`src/sv/ysq_pkg.sv`:
```
// types and constants shared by the yaml scalar quote classifier
// no dependencies; used by ysq_num_fsm and yaml_scalar_quote_classifier
package ysq_pkg;

  typedef struct packed {
    logic [7:0] char_byte;
    logic       last;
    logic       empty_scalar;
  } in_item_t;

  typedef struct packed {
    logic       needs_quote;
    logic [3:0] reason;
  } out_item_t;

  // result reason codes, in priority order
  localparam logic [3:0] REASON_PLAIN       = 4'd0;
  localparam logic [3:0] REASON_EMPTY       = 4'd1;
  localparam logic [3:0] REASON_BREAK       = 4'd2;
  localparam logic [3:0] REASON_EDGE_SPACE  = 4'd3;
  localparam logic [3:0] REASON_INDICATOR   = 4'd4;
  localparam logic [3:0] REASON_COLON_SPACE = 4'd5;
  localparam logic [3:0] REASON_TILDE       = 4'd6;
  localparam logic [3:0] REASON_WORD        = 4'd7;
  localparam logic [3:0] REASON_NUMERIC     = 4'd8;

  // numeric literal recognizer states
  localparam int unsigned NUM_W = 5;
  localparam logic [NUM_W-1:0] NS_START   = 5'd0;
  localparam logic [NUM_W-1:0] NS_SIGN    = 5'd1;
  localparam logic [NUM_W-1:0] NS_ZERO    = 5'd2;
  localparam logic [NUM_W-1:0] NS_INT     = 5'd3;
  localparam logic [NUM_W-1:0] NS_DOTONLY = 5'd4;
  localparam logic [NUM_W-1:0] NS_FRAC    = 5'd5;
  localparam logic [NUM_W-1:0] NS_EXPE    = 5'd6;
  localparam logic [NUM_W-1:0] NS_EXPSIGN = 5'd7;
  localparam logic [NUM_W-1:0] NS_EXPDIG  = 5'd8;
  localparam logic [NUM_W-1:0] NS_HEXPRE  = 5'd9;
  localparam logic [NUM_W-1:0] NS_HEX     = 5'd10;
  localparam logic [NUM_W-1:0] NS_OCTPRE  = 5'd11;
  localparam logic [NUM_W-1:0] NS_OCT     = 5'd12;
  localparam logic [NUM_W-1:0] NS_DEAD    = 5'd13;

  // head window depth and saturating length limit
  localparam int unsigned HEAD_DEPTH = 5;
  localparam logic [2:0]  CNT_MAX    = 3'd6;

  typedef struct packed {
    logic [NUM_W-1:0] next_state;
    logic             accepting;
  } num_status_t;

  function automatic logic [7:0] fold(input logic [7:0] c);
    fold = (c >= "A" && c <= "Z") ? c + 8'd32 : c;
  endfunction

endpackage

```
`src/sv/yaml_scalar_quote_classifier.sv`:
```
// top level of the yaml plain scalar quoting classifier
// depends on ysq_pkg and ysq_num_fsm
//
// usage:
//   input channel (in_valid_i / in_stall_o / in_data_i) carries one byte of a
//   scalar per transfer, the final byte flagged by last; a zero-length scalar
//   is one transfer with empty_scalar set (any bytes already taken are dropped)
//   output channel (out_valid_o / out_stall_i / out_data_o) carries one result
//   per scalar: needs_quote and the first reason that applies
// path: an item taken sits in the input register; its result is then written
//   to the output register (out_valid_o high then)
// throughput: one item per cycle while no stall holds the input; the whole
//   per-byte update and the end-of-scalar classification are combinational
//   between the input register and the output register
// stall: while out_stall_i holds a result, bytes without last still flow in;
//   an item that ends a scalar waits in the input register and in_stall_o
//   rises until the output register frees, while that item sits there
// reset: all valid flags clear, the scalar state returns to empty, and the
//   recognizer goes to its start state; no result is pending
module yaml_scalar_quote_classifier (
  input  logic               clk_i,
  input  logic               rst_ni,
  input  logic               in_valid_i,
  output logic               in_stall_o,
  input  ysq_pkg::in_item_t  in_data_i,
  output logic               out_valid_o,
  input  logic               out_stall_i,
  output ysq_pkg::out_item_t out_data_o
);

  // input register
  logic              in_valid_q;
  ysq_pkg::in_item_t in_q;

  // output register
  logic               out_valid_q;
  ysq_pkg::out_item_t out_q;

  // scalar state
  logic [ysq_pkg::HEAD_DEPTH-1:0][7:0] head_q, head_d;
  logic [2:0]                          cnt_q, cnt_d;
  logic [7:0]                          prev_q;
  logic                                break_q, break_d;
  logic                                colon_q, colon_d;
  logic [ysq_pkg::NUM_W-1:0]           num_q;

  logic                 produces;
  logic                 advance;
  logic                 out_free;
  logic [7:0]           b;
  logic [7:0]           fb;
  logic [7:0]           first;
  logic                 first_ws;
  logic                 last_ws;
  logic                 first_ind;
  logic                 first_sign;
  logic                 is_word;
  logic                 is_special_num;
  logic [3:0]           reason;
  ysq_pkg::num_status_t num_status;

  // ---------------------------------------------------------------------
  // handshake: an item ending a scalar needs the output register
  // ---------------------------------------------------------------------
  assign produces   = in_q.last || in_q.empty_scalar;
  assign out_free   = !out_valid_q || !out_stall_i;
  assign advance    = in_valid_q && (!produces || out_free);
  assign in_stall_o = in_valid_q && !advance;

  always_ff @(posedge clk_i or negedge rst_ni) begin
    if (!rst_ni) begin
      in_valid_q <= 1'b0;
    end else if (!in_stall_o) begin
      in_valid_q <= in_valid_i;
    end
  end

  always_ff @(posedge clk_i) begin
    if (in_valid_i && !in_stall_o) begin
      in_q <= in_data_i;
    end
  end

  // ---------------------------------------------------------------------
  // per-byte state update
  // ---------------------------------------------------------------------
  assign b  = in_q.char_byte;
  assign fb = ysq_pkg::fold(b);

  ysq_num_fsm u_num_fsm (
    .state_i  (num_q),
    .char_i   (b),
    .status_o (num_status)
  );

  always_comb begin
    head_d = head_q;
    for (int i = 0; i < ysq_pkg::HEAD_DEPTH; i++) begin
      if (cnt_q == 3'(i)) begin
        head_d[i] = fb;
      end
    end
  end

  assign cnt_d   = (cnt_q < ysq_pkg::CNT_MAX) ? cnt_q + 3'd1 : cnt_q;
  assign break_d = break_q || (b == 8'h0a) || (b == 8'h0d);
  assign colon_d = colon_q || ((cnt_q != 3'd0) && (prev_q == ":") && (b == " "));

  // ---------------------------------------------------------------------
  // classification on the updated state, first matching reason wins
  // ---------------------------------------------------------------------
  assign first = head_d[0];

  // space, tab, line feed, carriage return, form feed, vertical tab
  assign first_ws = (first == 8'h20) || (first == 8'h09) || (first == 8'h0a) ||
                    (first == 8'h0d) || (first == 8'h0c) || (first == 8'h0b);
  assign last_ws  = (b == 8'h20) || (b == 8'h09) || (b == 8'h0a) ||
                    (b == 8'h0d) || (b == 8'h0c) || (b == 8'h0b);

  assign first_ind = (first == "?") || (first == "-") || (first == "*") ||
                     (first == "&") || (first == "!") || (first == "|") ||
                     (first == ">") || (first == "%") || (first == "@");

  assign first_sign = (first == "+") || (first == "-");

  // reserved words, compared on the case-folded head
  assign is_word =
      ((cnt_d == 3'd4) && (head_d[0] == "n") && (head_d[1] == "u") &&
       (head_d[2] == "l") && (head_d[3] == "l")) ||
      ((cnt_d == 3'd4) && (head_d[0] == "t") && (head_d[1] == "r") &&
       (head_d[2] == "u") && (head_d[3] == "e")) ||
      ((cnt_d == 3'd5) && (head_d[0] == "f") && (head_d[1] == "a") &&
       (head_d[2] == "l") && (head_d[3] == "s") && (head_d[4] == "e")) ||
      ((cnt_d == 3'd3) && (head_d[0] == "y") && (head_d[1] == "e") &&
       (head_d[2] == "s")) ||
      ((cnt_d == 3'd2) && (head_d[0] == "n") && (head_d[1] == "o")) ||
      ((cnt_d == 3'd2) && (head_d[0] == "o") && (head_d[1] == "n")) ||
      ((cnt_d == 3'd3) && (head_d[0] == "o") && (head_d[1] == "f") &&
       (head_d[2] == "f"));

  // .inf, .nan, and a signed .inf
  assign is_special_num =
      ((cnt_d == 3'd4) && (head_d[0] == ".") && (head_d[1] == "i") &&
       (head_d[2] == "n") && (head_d[3] == "f")) ||
      ((cnt_d == 3'd4) && (head_d[0] == ".") && (head_d[1] == "n") &&
       (head_d[2] == "a") && (head_d[3] == "n")) ||
      ((cnt_d == 3'd5) && first_sign && (head_d[1] == ".") && (head_d[2] == "i") &&
       (head_d[3] == "n") && (head_d[4] == "f"));

  always_comb begin
    if (in_q.empty_scalar)                          reason = ysq_pkg::REASON_EMPTY;
    else if (break_d)                               reason = ysq_pkg::REASON_BREAK;
    else if (first_ws || last_ws)                   reason = ysq_pkg::REASON_EDGE_SPACE;
    else if (first_ind)                             reason = ysq_pkg::REASON_INDICATOR;
    else if (colon_d)                               reason = ysq_pkg::REASON_COLON_SPACE;
    else if ((cnt_d == 3'd1) && (first == "~"))     reason = ysq_pkg::REASON_TILDE;
    else if (is_word)                               reason = ysq_pkg::REASON_WORD;
    else if (is_special_num || num_status.accepting) reason = ysq_pkg::REASON_NUMERIC;
    else                                            reason = ysq_pkg::REASON_PLAIN;
  end

  // ---------------------------------------------------------------------
  // state registers: cleared after every end of scalar
  // ---------------------------------------------------------------------
  always_ff @(posedge clk_i or negedge rst_ni) begin
    if (!rst_ni) begin
      head_q  <= '0;
      cnt_q   <= 3'd0;
      prev_q  <= 8'd0;
      break_q <= 1'b0;
      colon_q <= 1'b0;
      num_q   <= ysq_pkg::NS_START;
    end else if (advance) begin
      if (produces) begin
        head_q  <= '0;
        cnt_q   <= 3'd0;
        prev_q  <= 8'd0;
        break_q <= 1'b0;
        colon_q <= 1'b0;
        num_q   <= ysq_pkg::NS_START;
      end else begin
        head_q  <= head_d;
        cnt_q   <= cnt_d;
        prev_q  <= b;
        break_q <= break_d;
        colon_q <= colon_d;
        num_q   <= num_status.next_state;
      end
    end
  end

  // ---------------------------------------------------------------------
  // output register
  // ---------------------------------------------------------------------
  always_ff @(posedge clk_i or negedge rst_ni) begin
    if (!rst_ni) begin
      out_valid_q <= 1'b0;
    end else if (advance && produces) begin
      out_valid_q <= 1'b1;
    end else if (!out_stall_i) begin
      out_valid_q <= 1'b0;
    end
  end

  always_ff @(posedge clk_i) begin
    if (advance && produces) begin
      out_q.needs_quote <= (reason != ysq_pkg::REASON_PLAIN);
      out_q.reason      <= reason;
    end
  end

  assign out_valid_o = out_valid_q;
  assign out_data_o  = out_q;

  // ---------------------------------------------------------------------
  // assertions
  // ---------------------------------------------------------------------
  // a result never overwrites one still held by the receiver
  assert property (@(posedge clk_i) disable iff (!rst_ni)
    !(advance && produces && out_valid_q && out_stall_i))
    else $error("result register overwritten while stalled");

  // the scalar state is empty after an end of scalar
  assert property (@(posedge clk_i) disable iff (!rst_ni)
    (advance && produces) |=> (cnt_q == 3'd0) && (num_q == ysq_pkg::NS_START))
    else $error("scalar state not cleared after result");

  // the length counter saturates
  assert property (@(posedge clk_i) disable iff (!rst_ni)
    cnt_q <= ysq_pkg::CNT_MAX)
    else $error("length counter past saturation");

  // stall only when an item is actually held
  assert property (@(posedge clk_i) disable iff (!rst_ni)
    in_stall_o |-> in_valid_q && produces && out_valid_q)
    else $error("input stalled without a blocked result");

endmodule

```
`src/sv/ysq_num_fsm.sv`:
```
// next-state logic of the yaml numeric literal recognizer
// depends on ysq_pkg
module ysq_num_fsm (
  input  logic [ysq_pkg::NUM_W-1:0] state_i,
  input  logic [7:0]                char_i,
  output ysq_pkg::num_status_t      status_o
);

  logic [7:0]                f;
  logic                      is_dig;
  logic                      is_hex;
  logic                      is_oct;
  logic                      is_sign;
  logic [ysq_pkg::NUM_W-1:0] nxt;

  assign f       = ysq_pkg::fold(char_i);
  assign is_dig  = (char_i >= "0") && (char_i <= "9");
  assign is_hex  = is_dig || ((f >= "a") && (f <= "f"));
  assign is_oct  = (char_i >= "0") && (char_i <= "7");
  assign is_sign = (char_i == "+") || (char_i == "-");

  always_comb begin
    nxt = ysq_pkg::NS_DEAD;
    case (state_i)
      ysq_pkg::NS_START: begin
        if (char_i == "0")     nxt = ysq_pkg::NS_ZERO;
        else if (is_dig)       nxt = ysq_pkg::NS_INT;
        else if (is_sign)      nxt = ysq_pkg::NS_SIGN;
        else if (char_i == ".") nxt = ysq_pkg::NS_DOTONLY;
      end
      ysq_pkg::NS_SIGN: begin
        if (is_dig)            nxt = ysq_pkg::NS_INT;
        else if (char_i == ".") nxt = ysq_pkg::NS_DOTONLY;
      end
      ysq_pkg::NS_ZERO, ysq_pkg::NS_INT: begin
        // a leading zero may open a hex or octal prefix
        if (state_i == ysq_pkg::NS_ZERO && f == "x")      nxt = ysq_pkg::NS_HEXPRE;
        else if (state_i == ysq_pkg::NS_ZERO && f == "o") nxt = ysq_pkg::NS_OCTPRE;
        else if (is_dig)                                  nxt = ysq_pkg::NS_INT;
        else if (char_i == ".")                           nxt = ysq_pkg::NS_FRAC;
        else if (f == "e")                                nxt = ysq_pkg::NS_EXPE;
      end
      ysq_pkg::NS_DOTONLY: begin
        if (is_dig) nxt = ysq_pkg::NS_FRAC;
      end
      ysq_pkg::NS_FRAC: begin
        if (is_dig)        nxt = ysq_pkg::NS_FRAC;
        else if (f == "e") nxt = ysq_pkg::NS_EXPE;
      end
      ysq_pkg::NS_EXPE: begin
        if (is_sign)     nxt = ysq_pkg::NS_EXPSIGN;
        else if (is_dig) nxt = ysq_pkg::NS_EXPDIG;
      end
      ysq_pkg::NS_EXPSIGN, ysq_pkg::NS_EXPDIG: begin
        if (is_dig) nxt = ysq_pkg::NS_EXPDIG;
      end
      ysq_pkg::NS_HEXPRE, ysq_pkg::NS_HEX: begin
        if (is_hex) nxt = ysq_pkg::NS_HEX;
      end
      ysq_pkg::NS_OCTPRE, ysq_pkg::NS_OCT: begin
        if (is_oct) nxt = ysq_pkg::NS_OCT;
      end
      default: nxt = ysq_pkg::NS_DEAD;
    endcase
  end

  assign status_o.next_state = nxt;
  assign status_o.accepting  = (nxt == ysq_pkg::NS_ZERO)   || (nxt == ysq_pkg::NS_INT) ||
                               (nxt == ysq_pkg::NS_FRAC)   || (nxt == ysq_pkg::NS_EXPE) ||
                               (nxt == ysq_pkg::NS_EXPDIG) || (nxt == ysq_pkg::NS_HEX) ||
                               (nxt == ysq_pkg::NS_OCT);

endmodule
```
`config.mk`:
```
export PLATFORM = sky130hd
export DESIGN_NAME = yaml_scalar_quote_classifier
export DESIGN_NICKNAME = d
export VERILOG_FILES = /design/src/sv/ysq_pkg.sv /design/src/sv/yaml_scalar_quote_classifier.sv /design/src/sv/ysq_num_fsm.sv
export SDC_FILE = /design/constraint.sdc
export NUM_CORES = 1
export LEC_CHECK = 0
export BUFFER_PORTS_ARGS = -buffer_cell sky130_fd_sc_hd__buf_2
export CAP_MARGIN = 20
export CORE_UTILIZATION = 30
export CTS_BUF_LIST = sky130_fd_sc_hd__clkbuf_16
export DETAILED_ROUTE_END_ITERATION = 6
export PLACE_DENSITY_LB_ADDON = 0.2
export RECOVER_POWER = 100
export SYNTH_ARGS = -nofsm -noshare
export SYNTH_HDL_FRONTEND = slang
export SYNTH_SLANG_ARGS = --single-unit
```
`constraint.sdc`:
```
create_clock -name clk_i -period 4.3 [get_ports clk_i]
set_input_delay 0.86 -clock clk_i [delete_from_list [all_inputs] [get_ports clk_i]]
set_output_delay 0.86 -clock clk_i [all_outputs]
set_load 0.02 [all_outputs]
```
# --- After elaboration in Yosys (flattened, before gate mapping) ---
# Index checks and enable logic that the tools add are counted.
totals:
  ff_bits: 75
  wordCells: 260
op_classes:
  addsub: 2
  n_eq_ne: 89
  reduce_logical: 104
  magnitude_cmp: 8
  n_mux: 40
op_table:
  columns: ["op", "n"]
  rows:
  - ["equality test 8 x 7 -> 1 bit, second input constant", 33]
  - ["equality test 8 x 6 -> 1 bit, second input constant", 17]
  - ["equality test 8 x 4 -> 1 bit, second input constant", 10]
  - ["2-to-1 mux 8 bit", 7]
  - ["2-to-1 mux 5 bit", 10]
  - ["logical AND 1 bit", 48]
  - ["2-to-1 mux 4 bit", 12]
  - ["case mux 5 bit (9 select lines)", 1]
  - ["logical OR 1 bit", 43]
  - ["equality test 5 x 4 -> 1 bit, second input constant", 8]
  - ["2-to-1 mux 40 bit", 1]
  - ["equality test 5 x 3 -> 1 bit, second input constant", 6]
  - ["equality test 5 x 2 -> 1 bit, second input constant", 4]
  - ["greater-or-equal comparator 8 x 7 -> 1 bit, second input constant", 2]
  - ["less-or-equal comparator 8 x 6 -> 1 bit, second input constant", 2]
  - ["less-or-equal comparator 8 x 7 -> 1 bit, second input constant", 2]
  - ["equality test 3 x 2 -> 1 bit, second input constant", 4]
  - ["2-to-1 mux 3 bit", 4]
  - ["equality test 3 bit, second input constant", 3]
  - ["adder 8 x 6 -> 8 bit, second input constant", 1]
  - ["greater-or-equal comparator 8 x 6 -> 1 bit, second input constant", 1]
  - ["OR reduction 2 bit", 4]
  - ["equality test 3 x 1 -> 1 bit, second input constant", 2]
  - ["equality test 5 x 1 -> 1 bit, second input constant", 1]
  - ["other kinds (9)", 17]

# --- Depth between registers and ports, before layout ---
# Gate-level depths: netlist (run 1).
depth:
  word_depth: 27
  mapped_depth: 13
  ltp_nobuf: 11

# --- Modules after synthesis ---
# Synthesis (run 1) repeated with hierarchy kept, for this count alone.
hier_totals:
  cells_unflattened: 585
  hier_area_um2: 5320.1
modules_own_cells:
  columns: ["module", "seq_area_each_um2", "n_inst", "cells_per_inst", "area_each_um2"]
  rows:
  - ["yaml_scalar_quote_classifier", 1951.9, 1, 476, 4596.9]
  - ["ysq_num_fsm", 0.0, 1, 109, 723.2]

# --- Worst setup path after synthesis (run 1) ---
# No wires, ideal clock.
synth_timing:
  path_type: "register to register"
  start: "register in_q (netlist bit b[5])"
  end: "register out_q (netlist bit out_data_o[0]) (data pin)"
  setup_slack_ns: 0.984
  required_time_ns: 4.039
  synth_period_minus_slack_ns: 3.316
  stages_incl_launch_ff: 13
  t_arrival_ns: 3.055
  cell_sequence: "edfxtp_1 > clkbuf_1 > inv_1 > ha_1 > nand4b_1 > o211ai_2 > a21oi_1 > a31oi_1 > nor3b_1 > a21oi_1 > a311oi_1 > or3b_2 > a311o_1"
synth_via:
  elab_chain_cells: 22
synth_lines:
  columns: ["item", "line_no", "source"]
  rows:
  - ["start, declared", "yaml_scalar_quote_classifier.sv:33", "ysq_pkg::in_item_t in_q;"]
  - ["start signal, assigned", "yaml_scalar_quote_classifier.sv:80", "in_q <= in_data_i;"]
  - ["greater-or-equal comparator 8 x 7 -> 1 bit / less-or-equal comparator 8 x 7 -> 1 bit (equally long branches)", "ysq_pkg.sv:54", "fold = (c >= \"A\" && c <= \"Z\") ? c + 8'd32 : c;"]
  - ["logical AND 1 bit", "ysq_pkg.sv:54", null]
  - ["2-to-1 mux 8 bit", "ysq_pkg.sv:54", null]
  - ["2-to-1 mux 8 bit", "yaml_scalar_quote_classifier.sv:99", "if (cnt_q == 3'(i)) begin"]
  - ["equality test 8 x 7 -> 1 bit, on equally long branches", null, null]
  - ["logical AND 1 bit, on equally long branches (3 in a row)", "yaml_scalar_quote_classifier.sv:128, yaml_scalar_quote_classifier.sv:130, yaml_scalar_quote_classifier.sv:132", null]
  - ["logical AND 1 bit, on equally long branches", "yaml_scalar_quote_classifier.sv:129, yaml_scalar_quote_classifier.sv:131, yaml_scalar_quote_classifier.sv:133", null]
  - ["logical OR 1 bit / logical AND 1 bit (equally long branches)", "yaml_scalar_quote_classifier.sv:129, yaml_scalar_quote_classifier.sv:133", null]
  - ["[... 5 more ...]", null, null]
  - ["2-to-1 mux 4 bit", "yaml_scalar_quote_classifier.sv:157", "else if (is_word) reason = ysq_pkg::REASON_WORD;"]
  - ["2-to-1 mux 4 bit", "yaml_scalar_quote_classifier.sv:156", "else if ((cnt_d == 3'd1) && (first == \"~\")) reason = ysq_pkg::REASON_TILDE;"]
  - ["2-to-1 mux 4 bit", "yaml_scalar_quote_classifier.sv:155", "else if (colon_d) reason = ysq_pkg::REASON_COLON_SPACE;"]
  - ["2-to-1 mux 4 bit", "yaml_scalar_quote_classifier.sv:154", "else if (first_ind) reason = ysq_pkg::REASON_INDICATOR;"]
  - ["2-to-1 mux 4 bit", "yaml_scalar_quote_classifier.sv:153", "else if (first_ws || last_ws) reason = ysq_pkg::REASON_EDGE_SPACE;"]
  - ["2-to-1 mux 4 bit (*)", "yaml_scalar_quote_classifier.sv:152", "else if (break_d) reason = ysq_pkg::REASON_BREAK;"]
  - ["2-to-1 mux 4 bit (*)", "yaml_scalar_quote_classifier.sv:151", "if (in_q.empty_scalar) reason = ysq_pkg::REASON_EMPTY;"]
  - ["via reason[0]", "yaml_scalar_quote_classifier.sv:59", "logic [3:0] reason;"]
  - ["end, declared", "yaml_scalar_quote_classifier.sv:37", "ysq_pkg::out_item_t out_q;"]
# The timed path passes the listed nets; every way through them passes the cells marked *.
# A chain may end at the register's enable or synchronous reset.

# --- Worst setup path after layout (run 1) ---
layout_timing:
  start: "register in_q (netlist bit b[3])"
  end: "register out_q (netlist bit out_data_o[1]) (data pin)"
# Same word-level chain as after synthesis.

==> implementation parameters, run 1 <==
Parameter                              Value

STA
  Final hold viol count    0
  Setup repair after global routing missed its margin    false
  Post-route clock period utilization    0.928
  Relative slew margins    -0.0822
  Total of endpoints with negative setup slack in the final report    0
  Measured slew at the worst slew-check pin    1.62 ns
  Maximum achievable frequency    251 MHz
  Final total negative setup slack    0 ns
  Number of pins with negative max-slew slack in the final report    83
  Worst Skew    0.00701 ns
  Clock period minus worst slack    between 3 and 4 ns

Clock tree
  Bufs on Longest Clock Path    2
  CTS root buf    clkbuf_16
  Setup Buffers After CTS    0
  CTS tree    done
  Clock sink count    74
  Total number of H-tree levels    3
  Number of clock buffers inserted by TritonCTS    9
  Register clock-pin slew on the reported worst setup and hold paths    0.06 ns
  Clock Latency Late Sink    around 0.35 ns

Finish
  Relative area change from synthesis to final layout    10.6%
  Final-stage net count    606
  Final cell count without fillers    809
  Commonest cells after routing, fill and taps aside    nand2_1 (61), dfrtp_1 (59), nor2_1 (52)
  Fraction of layout cells with a size suffix above 1    0.104
  Diode count    0
  Most common library cell in the layout ignoring fill and taps    nand2_1

Power and ir drop
  Power density normalized to cell area    roughly 380 nW/um2
  Largest voltage drop on the vdd net    approximately 0.17 mV
  Leakage power summed over all cells    between 0.002 and 0.0025 uW

Synthesis
  Gate count of the mapped netlist    572
  Synth cell types    77
  Post-synth ARST share    0.797
  Mean Syn Cell Area    8.92 um2
  Yosys reg bits    74
  Mapped Area    between 5000 and 6000 um2
  Ys Warns    0
  Sequential fraction of the synthesis area    0.378
  Net Count, Synth    594
  Most used flip-flop cell after synthesis    dfrtp_1
  Number of synthesized flops with an enable pin    15

Placed design
  HPWL Detailed    11.7 mm
  Quantity of I/O buffers inserted on ports    20
  Total instance count after detailed placement    792
  Final weighted congestion of routability-driven global placement    between 0.9 and 1

Detailed routing
  Number of vias per cell after detailed routing    5.77
  Pre-Repair DR Iteration Count    5
  Total wire length after detailed routing    16.0 mm
  Drc violations    0
  Starting DRT DRC Count    approximately 360
  Via Count    4,668
  Antenna violation net count after detailed routing    0
  Routed WL per cell    19.7 um

Die
  Count of standard-cell rows    between 40 and 50
  Height of the die    132 um
  Area enclosed by the die boundary    17,500 um2
  DIE WIDTH    132 um
  IO Count    21
  Core Region    16,600 um2
  Initial standard-cell utilization of the core    0.308

Setup path
  Element type at the critical path start    flip-flop
  Required @ worst endpoint    4.45 ns
  Critical Path End Type    flip-flop
  Classification of the worst setup path    reg2reg
  Worst path arrival time    4.14 ns
  Crit-path max FO    17

Outcome
  Outcome    finished with violations
  Violations in the final reports    max-capacitance violations, max-slew violations

Global routing
  Global Route Usage Sum    0.190
  Initial antenna violation count    0
  GR Overflow Total    0
  Wire length of the first global-routing pass    25.8 mm
  Via count of the first global-routing pass    4,526
  Maximum number of pins on one net before global-route repair    45

Min path
  Worst hold path class    reg2reg

Job
  Number of violations of the max-capacitance limit    3
## cells by family after synthesis
logic type | synth area share
adder cells (fa/ha/maj) | 0.0196
AND/OR/NAND/NOR | 0.250
flip-flops | 0.378
AO/OA/AOI/OAI | 0.227
multiplexers | 0.0628
XOR/XNOR | 0.00687
buffers and inverters | 0.0554
## cell type report
type / instances / area, um2
sequential: 74 / 1930
clock buffer: 9 / 225
inverter: 11 / 41.3
tap: 220 / 275
fill: 1715 / 10900
clock inverter: 7 / 56.3
timing repair buffer: 41 / 229
multi-input combinational: 447 / 2890
## metrics by stage
stage / setup WS [ns] / hold slack, ns / util / area (um2) / total power [uW]
2_1_floorplan: 0.984 / 0.440 / - / 5100 / 1230
3_3_place_gp: 0.581 / 0.453 / 0.325 / 5390 / 1390
5_1_grt: 0.0460 / 0.497 / 0.340 / 5650 / 2220
4_1_cts: 0.292 / 0.479 / 0.342 / 5670 / 2130
3_5_place_dp: 0.311 / 0.467 / 0.325 / 5390 / 1400
6_report: 0.309 / 0.474 / 0.340 / 5650 / 2120
## cells in the mapped netlist, types with 6 or more instances
cell / number / area [um2]
clkbuf_8: 7 / 96.3
edfxtp_1: 15 / 450
inv_1: 10 / 37.5
nand2b_1: 9 / 56.3
and2_1: 7 / 43.8
mux2i_1: 25 / 250
nand4_1: 13 / 81.3
nand2_1: 61 / 229
nor3_1: 17 / 85.1
a31oi_1: 8 / 50.1
clkbuf_1: 24 / 90.1
o21ai_0: 37 / 185
dfrtp_1: 59 / 1480
nor2b_1: 13 / 81.3
nor4_1: 13 / 81.3
nor3b_1: 6 / 45.0
ha_1: 8 / 100
o31ai_1: 6 / 45.0
nand3_1: 13 / 65.1
nand3b_1: 8 / 60.1
a21oi_1: 23 / 115
nor2_1: 52 / 195
buf_2: 6 / 30.0
a22o_1: 31 / 272
## worst max-delay path, stage by stage (launching register included)
cell	delay [ns]
edfxtp_1	0.66
buf_4	0.33
nor3_1	0.11
a2111o_1	0.52
a211oi_1	0.28
o21ai_0	0.17
nor3b_1	0.44
a32oi_1	0.17
nor4bb_1	0.65
nor4_1	0.12
a311oi_1	0.33
## path summary, 6_finish.rpt
kind                            startpoint            end  slack [ns]  cells after the start
worst max-delay path                  b[3]  out_data_o[1]        0.31                     10
worst min-delay path            head_q[15]     head_q[15]        0.47                      2
worst min register to register  head_q[15]     head_q[15]        0.47                      2
min in group asynchronous           rst_ni     in_valid_q        0.64                      1
max in group asynchronous           rst_ni     head_q[23]        1.10                      3
worst max register to register        b[3]  out_data_o[1]        0.31                     10
## sequential cells by signal (all words and copies together), names as in the netlist
| register | flops |
|---|---|
| in_valid_q | 1 |
| out_valid_o | 1 |
| b | 8 |
| prev_q | 8 |
| out_data_o | 5 |
| colon_q | 1 |
| in_q | 2 |
| cnt_q | 3 |
| head_q | 40 |
| break_q | 1 |
| num_q | 4 |
## routing by layer
| layer | vias to the layer above | GRT usage | share of wire |
|---|---|---|---|
| met5 | - | 0 | 0 |
| met4 | 0 | 0.0734 | 0.030 |
| met3 | 33 | 0.0330 | 0.049 |
| met2 | 152 | 0.304 | 0.46 |
| met1 | 2308 | 0.255 | 0.46 |
| li1 | 2175 | - | - |
## what timing repair did
action                     4_1_cts  5_1_grt
hold buffers                     0        0
gates resized for setup          0        2
setup endpoints to repair        0        1
## report_power, final
part,internal [uW],total (uW),switching (uW)
combinational,197,548,350
sequential,770,838,67.7
clock,439,734,295
total,1410,2120,713
Note: power is estimated with default switching activity, not from simulation.
==> run 2, diff against run 1 <==
--- a/config.mk
+++ b/config.mk
@@ -7,6 +7,7 @@
 export LEC_CHECK = 0
 export BUFFER_PORTS_ARGS = -buffer_cell sky130_fd_sc_hd__buf_2
 export CAP_MARGIN = 20
+export CORE_ASPECT_RATIO = 0.9
 export CORE_UTILIZATION = 30
 export CTS_BUF_LIST = sky130_fd_sc_hd__clkbuf_16
 export DETAILED_ROUTE_END_ITERATION = 6
==> constraint.sdc (replaced) <==
create_clock -name clk_i -period 4.3 [get_ports clk_i]
set_input_delay 0.645 -clock clk_i [delete_from_list [all_inputs] [get_ports clk_i]]
set_output_delay 0.645 -clock clk_i [all_outputs]
set_load 0.02 [all_outputs]
==> run 2 against run 1 <==
Compared with the run above:
- sequential power is essentially flat
- the run still ends with max-capacitance violations, max-slew violations left
- combinational power is 1% higher
- routed wire length rose by 0.84%
- critical path type unchanged
- utilization is 0.51 points higher
- clock skew up 0.0025 ns
==> implementation parameters, run 2 (same netlist as run 1, synthesis figures left out) <==
Parameter                              Value

Outcome
  Outcome    finished with violations
  Violations in the final reports    max-capacitance violations, max-slew violations

Finish
  Most common library cell in the layout ignoring fill and taps    nand2_1
  Final-stage net count    608
  Design Area, Final    5670 um2
  Fraction of layout cells with a size suffix above 1    0.107
  Relative area change from synthesis to final layout    11.1%
  Most flops, register    head_q
  Diode count    0
  Commonest cells after routing, fill and taps aside    nand2_1 (61), dfrtp_1 (59), nor2_1 (52)
  Max reg flops    40

Detailed routing
  Total wire length after detailed routing    16.1 mm
  Routed WL per cell    slightly above 20 um
  Via Count    between 4,000 and 5,000
  Antenna violation net count after detailed routing    0
  Starting DRT DRC Count    between 300 and 400
  Pre-Repair DR Iteration Count    5
  Number of vias per cell after detailed routing    between 5 and 6
  Drc violations    0

Power and ir drop
  Leakage power summed over all cells    around 0.0023 uW
  Largest voltage drop on the vdd net    0.174 mV
  Net switching power    724 uW
  Fraction of power consumed by sequential logic    0.381
  Power density normalized to cell area    388 nW/um2
  Share of power burned in combinational logic    0.253
  Cell-internal power    around 1500 uW
  Overall power    2200 uW
  Switching part of the total    0.329
  Part of the total power dissipated in the clock network    0.366

Setup path
  Cell with the largest stage delay on the worst path    edfxtp_1
  Classification of the worst setup path    reg2reg
  Element type at the critical path start    flip-flop
  Worst Reg2Reg Path Length in Cells    11
  Total buffers and inverters traversed by the critical path    2
  CP peak stage delay    a little under 0.6 ns
  Critical Path End Type    flip-flop
  Number of cells on the critical path    11
  Crit-path max FO    15
  Cell chain of the critical path    inv_1 > ha_1 > nand4b_1 > o211a_1 > o21ai_1 > clkbuf_1 > nand2_1 > o22a_1 > nor4bb_1 > nor4_1 > a311oi_1
  Worst path arrival time    4.07 ns
  Cell type group with the largest total delay on the critical path    compound AO/OA/AOI/OAI gates
  Required @ worst endpoint    4.46 ns

Global routing
  Wire length of the first global-routing pass    25.7 mm
  GR Overflow Total    0
  Via count of the first global-routing pass    around 4,500
  Busiest layer in global routing    met2
  Global-route met3 utilization    0.0357
  Global Route Usage Sum    0.192
  Initial antenna violation count    0
  M1 GR Usage    0.272
  Global-route met2 utilization    0.290
  Maximum number of pins on one net before global-route repair    40

Placed design
  Final weighted congestion of routability-driven global placement    0.920
  Quantity of I/O buffers inserted on ports    20
  HPWL Detailed    approximately 12 mm
  Worst Setup Slack post-DPL    0.436 ns
  Standard cell area after detailed placement    5390 um2

Die
  DIE WIDTH    139 um
  Core Region    between 15,000 and 20,000 um2
  Initial standard-cell utilization of the core    0.311
  Area enclosed by the die boundary    about 18,000 um2
  Height of the die    126 um
  Count of standard-cell rows    44
  IO Count    21

STA
  Relative slew margins    -0.402
  Post-route setup slack    0.390 ns
  Worst Skew    0.00950 ns
  Maximum achievable frequency    256 MHz
  Setup repair after global routing missed its margin    false
  Final hold viol count    0
  Post-route clock period utilization    0.909
  Measured slew at the worst slew-check pin    ~2.1 ns
  Final total negative setup slack    0 ns
  Number of pins with negative max-slew slack in the final report    93
  Clock period minus worst slack    ~4 ns
  Total of endpoints with negative setup slack in the final report    0

Clock tree
  Clock sink count    74
  Quantity of hold-fixing buffers added after cts    0
  Number of clock buffers inserted by TritonCTS    9
  Clock Latency Late Sink    0.35 ns
  Total number of H-tree levels    3
  Number of gates resized after CTS    0
  Setup Buffers After CTS    0
  CTS tree    done
  Bufs on Longest Clock Path    2
  Register clock-pin slew on the reported worst setup and hold paths    0.06 ns
  CTS root buf    clkbuf_16

Min path
  Min-Delay Path Depth    1
  Worst hold path class    in2reg

Job
  Number of violations of the max-capacitance limit    3
[run 2: power by group through the flow]
| stage | combinational (uW) | clock [uW] | sequential, uW |
|---|---|---|---|
| floorplan | 413 | 0 | 820 |
| global route | 609 | 854 | 846 |
| finish | 556 | 805 | 837 |
| global placement | 566 | 0 | 848 |
| detailed placement | 562 | 0 | 848 |
| CTS | 565 | 826 | 836 |
[run 2: layout make-up]
| type | instances | area [um2] |
|---|---|---|
| flip-flops and latches | 74 | 1930 |
| repair buffers | 43 | 239 |
| well taps | 207 | 259 |
| inverters | 11 | 41.3 |
| multi-input cells | 447 | 2880 |
| clock buffers | 9 | 225 |
| fillers | 1689 | 10700 |
| clock inverters | 7 | 92.6 |
[run 2: path summary, 6_finish.rpt]
| kind | from | end | slack (ns) |
|---|---|---|---|
| worst max-delay path | b[5] | out_data_o[1] | 0.39 |
| worst max register to register | b[5] | out_data_o[1] | 0.39 |
| max in group asynchronous | rst_ni | head_q[37] | 1.24 |
| min in group asynchronous | rst_ni | in_valid_q | 0.52 |
| worst min register to register | head_q[15] | head_q[15] | 0.48 |
| worst min-delay path | in_data_i[6] | b[4] | 0.47 |
[run 2: per-stage QoR]
step | utilization | hold WS, ns | std cells
floorplan | - | 0.349 | 572
global placement | 0.329 | 0.466 | 782
detailed placement | 0.329 | 0.463 | 782
CTS | 0.348 | 0.272 | 798
global route | 0.345 | 0.458 | 798
finish | 0.345 | 0.472 | 798
[run 2: layer usage]
metal  vias up  wire length (um)
met4         0               326
met5         -                 0
li1       2180                 -
met2       147              7160
met3        25               745
met1      2279              7870
==> run 3, diff against run 2 <==
--- a/config.mk
+++ b/config.mk
@@ -8,7 +8,7 @@
 export BUFFER_PORTS_ARGS = -buffer_cell sky130_fd_sc_hd__buf_2
 export CAP_MARGIN = 20
 export CORE_ASPECT_RATIO = 0.9
-export CORE_UTILIZATION = 30
+export CORE_UTILIZATION = 35
 export CTS_BUF_LIST = sky130_fd_sc_hd__clkbuf_16
 export DETAILED_ROUTE_END_ITERATION = 6
 export PLACE_DENSITY_LB_ADDON = 0.2
==> constraint.sdc (replaced) <==
create_clock -name clk_i -period 3.3 [get_ports clk_i]
set_input_delay 0.495 -clock clk_i [delete_from_list [all_inputs] [get_ports clk_i]]
set_output_delay 0.495 -clock clk_i [all_outputs]
set_load 0.02 [all_outputs]
==> run 3 against run 2 <==
Compared with the run above:
- the run still ends with max-capacitance violations, max-slew violations left
- clock power rose by 28%
- utilization rose by 13 points
- register-to-register slack got worse by 0.36 ns
- sequential cell count stayed put
==> implementation parameters, run 3 (same netlist as run 1, synthesis figures left out) <==
Parameter                              Value

Outcome
  Outcome    finished with violations
  Violations in the final reports    max-capacitance violations, max-slew violations

Clock tree
  CTS root buf    clkbuf_16
  Clock sink count    74
  Register clock-pin slew on the reported worst setup and hold paths    about 0.060 ns
  Number of clock buffers inserted by TritonCTS    9
  CTS tree    done
  Bufs on Longest Clock Path    2
  Clock Latency Late Sink    about 0.35 ns
  Total number of H-tree levels    3

Power and ir drop
  Switching part of the total    0.333
  Overall power    between 3000 and 4000 uW
  Part of the total power dissipated in the clock network    0.333
  Largest voltage drop on the vdd net    between 0.2 and 0.3 mV
  Leakage power summed over all cells    0.00282 uW
  Cell-internal power    a little over 2000 uW
  Net switching power    1030 uW
  Power density normalized to cell area    approximately 460 nW/um2
  Fraction of power consumed by sequential logic    0.346
  Share of power burned in combinational logic    0.321

Setup path
  Critical Path End Type    flip-flop
  Reg-to-Reg Start    b[5]
  Element type at the critical path start    flip-flop
  Classification of the worst setup path    reg2reg
  Required @ worst endpoint    3.39 ns
  Crit-path max FO    6
  Setup slack of the most critical reg-to-reg path    0.03 ns
  Worst Reg2Reg Path Length in Cells    14
  Critical R2R Capture    out_data_o[0]
  Worst path arrival time    3.36 ns

STA
  Relative slew margins    -0.231
  Hold_ws    0.317 ns
  Final hold viol count    0
  Clock period minus worst slack    around 3.3 ns
  Measured slew at the worst slew-check pin    1.85 ns
  Total of endpoints with negative setup slack in the final report    0
  Setup repair after global routing missed its margin    true
  Maximum achievable frequency    306 MHz
  Number of pins with negative max-slew slack in the final report    94
  Final total negative setup slack    0 ns
  Post-route clock period utilization    0.991
  Worst Skew    0.00996 ns

Finish
  Most flops, register    head_q
  Relative area change from synthesis to final layout    32.1%
  Most common library cell in the layout ignoring fill and taps    buf_4
  Max reg flops    40
  Post-Route Utilization    0.478
  Fraction of layout cells with a size suffix above 1    0.301
  Diode count    0
  Commonest cells after routing, fill and taps aside    buf_4 (103), nand2_1 (60), dfrtp_1 (59)
  Final-stage net count    699

Global routing
  Via count of the first global-routing pass    4,758
  Wire length of the first global-routing pass    26.3 mm
  Maximum number of pins on one net before global-route repair    between 40 and 50
  Initial antenna violation count    0
  Global Route Usage Sum    0.232
  GR Overflow Total    0

Placed design
  HPWL Detailed    12.3 mm
  Quantity of I/O buffers inserted on ports    20
  Final weighted congestion of routability-driven global placement    0.978

Die
  DIE WIDTH    129 um
  Core Region    between 10,000 and 15,000 um2
  Height of the die    117 um
  Initial standard-cell utilization of the core    0.362
  Count of standard-cell rows    41
  IO Count    21
  Area enclosed by the die boundary    15,100 um2

Detailed routing
  Routed WL per cell    19.4 um
  Detailed-routing wirelength on met1    8.27 mm
  Starting DRT DRC Count    ~320
  Total wire length after detailed routing    17.0 mm
  Routed wl met3    approximately 660 um
  Amount of wire on met2 after detailed routing    7.71 mm
  Pre-Repair DR Iteration Count    5
  Via Count    5,017
  Drc violations    0
  Top routing layer used    met4
  Antenna violation net count after detailed routing    0
  Number of vias per cell after detailed routing    ~5.7

Min path
  End of the worst hold path    b[4]
  Hold_sp    in_data_i[6]
  Min-Delay Path Depth    1
  Worst hold path class    in2reg

Job
  Number of violations of the max-capacitance limit    3
[run 3: power by group through the flow]
stage	combinational [uW]	sequential, uW	clock [uW]
global placement	882	1080	0
finish	997	1070	1030
global route	1080	1080	1080
detailed placement	879	1090	0
CTS	906	1070	1050
floorplan	542	1070	0
[run 3: how the worst max path moves through the flow]
stage	slack, ns	cells after the start	endpoint	start
2_1_floorplan	0.02	12	out_data_o[0]	b[5]
3_3_place_gp	-0.14	13	out_data_o[1]	cnt_q[0]
3_5_place_dp	-0.18	13	out_data_o[1]	cnt_q[0]
4_1_cts	0.01	14	out_data_o[0]	cnt_q[0]
5_1_grt	-0.13	11	out_data_o[1]	cnt_q[2]
6_report	0.03	14	out_data_o[0]	b[5]
[run 3: layout make-up]
type / count / area (um2)
clock buffers: 10 / 250
clock inverters: 6 / 62.6
fillers: 1377 / 7370
inverters: 11 / 41.3
multi-input cells: 447 / 3220
flip-flops and latches: 74 / 1930
well taps: 193 / 241
repair buffers: 134 / 997
[run 3: critical path, stage by stage, from the launching register on]
cell and delay [ns]:
edfxtp_1 0.43, inv_2 0.11, ha_4 0.12, nand4b_1 0.15, buf_6 0.18, o211ai_4 0.29
buf_4 0.18, nand3_1 0.09, o21ai_1 0.13, nor3b_2 0.10, a32oi_2 0.25, nor4bb_2 0.09
buf_4 0.15, or3b_2 0.44, a311o_1 0.28
[run 3: per-layer routing]
layer / up-vias / global-route usage
li1: 2373 / -
met1: 2501 / 0.325
met2: 119 / 0.362
met3: 24 / 0.0357
met4: 0 / 0.0855
met5: - / 0
[run 3: stage by stage]
| step | instance area [um2] | worst slack (ns) | instances |
|---|---|---|---|
| 2_1_floorplan | 5110 | 0.0154 | 572 |
| 3_3_place_gp | 5950 | -0.143 | 841 |
| 3_5_place_dp | 5950 | -0.178 | 841 |
| 4_1_cts | 6340 | 0.0133 | 860 |
| 5_1_grt | 6740 | -0.129 | 875 |
| 6_report | 6740 | 0.0302 | 875 |
[run 3: timing repair]
action,4_1_cts,5_1_grt
hold endpoints to repair,0,4
endpoints found under the setup margin,5,5
pin swaps,7,27
hold buffers,0,1
resized for setup,13,50
setup buffers,3,13
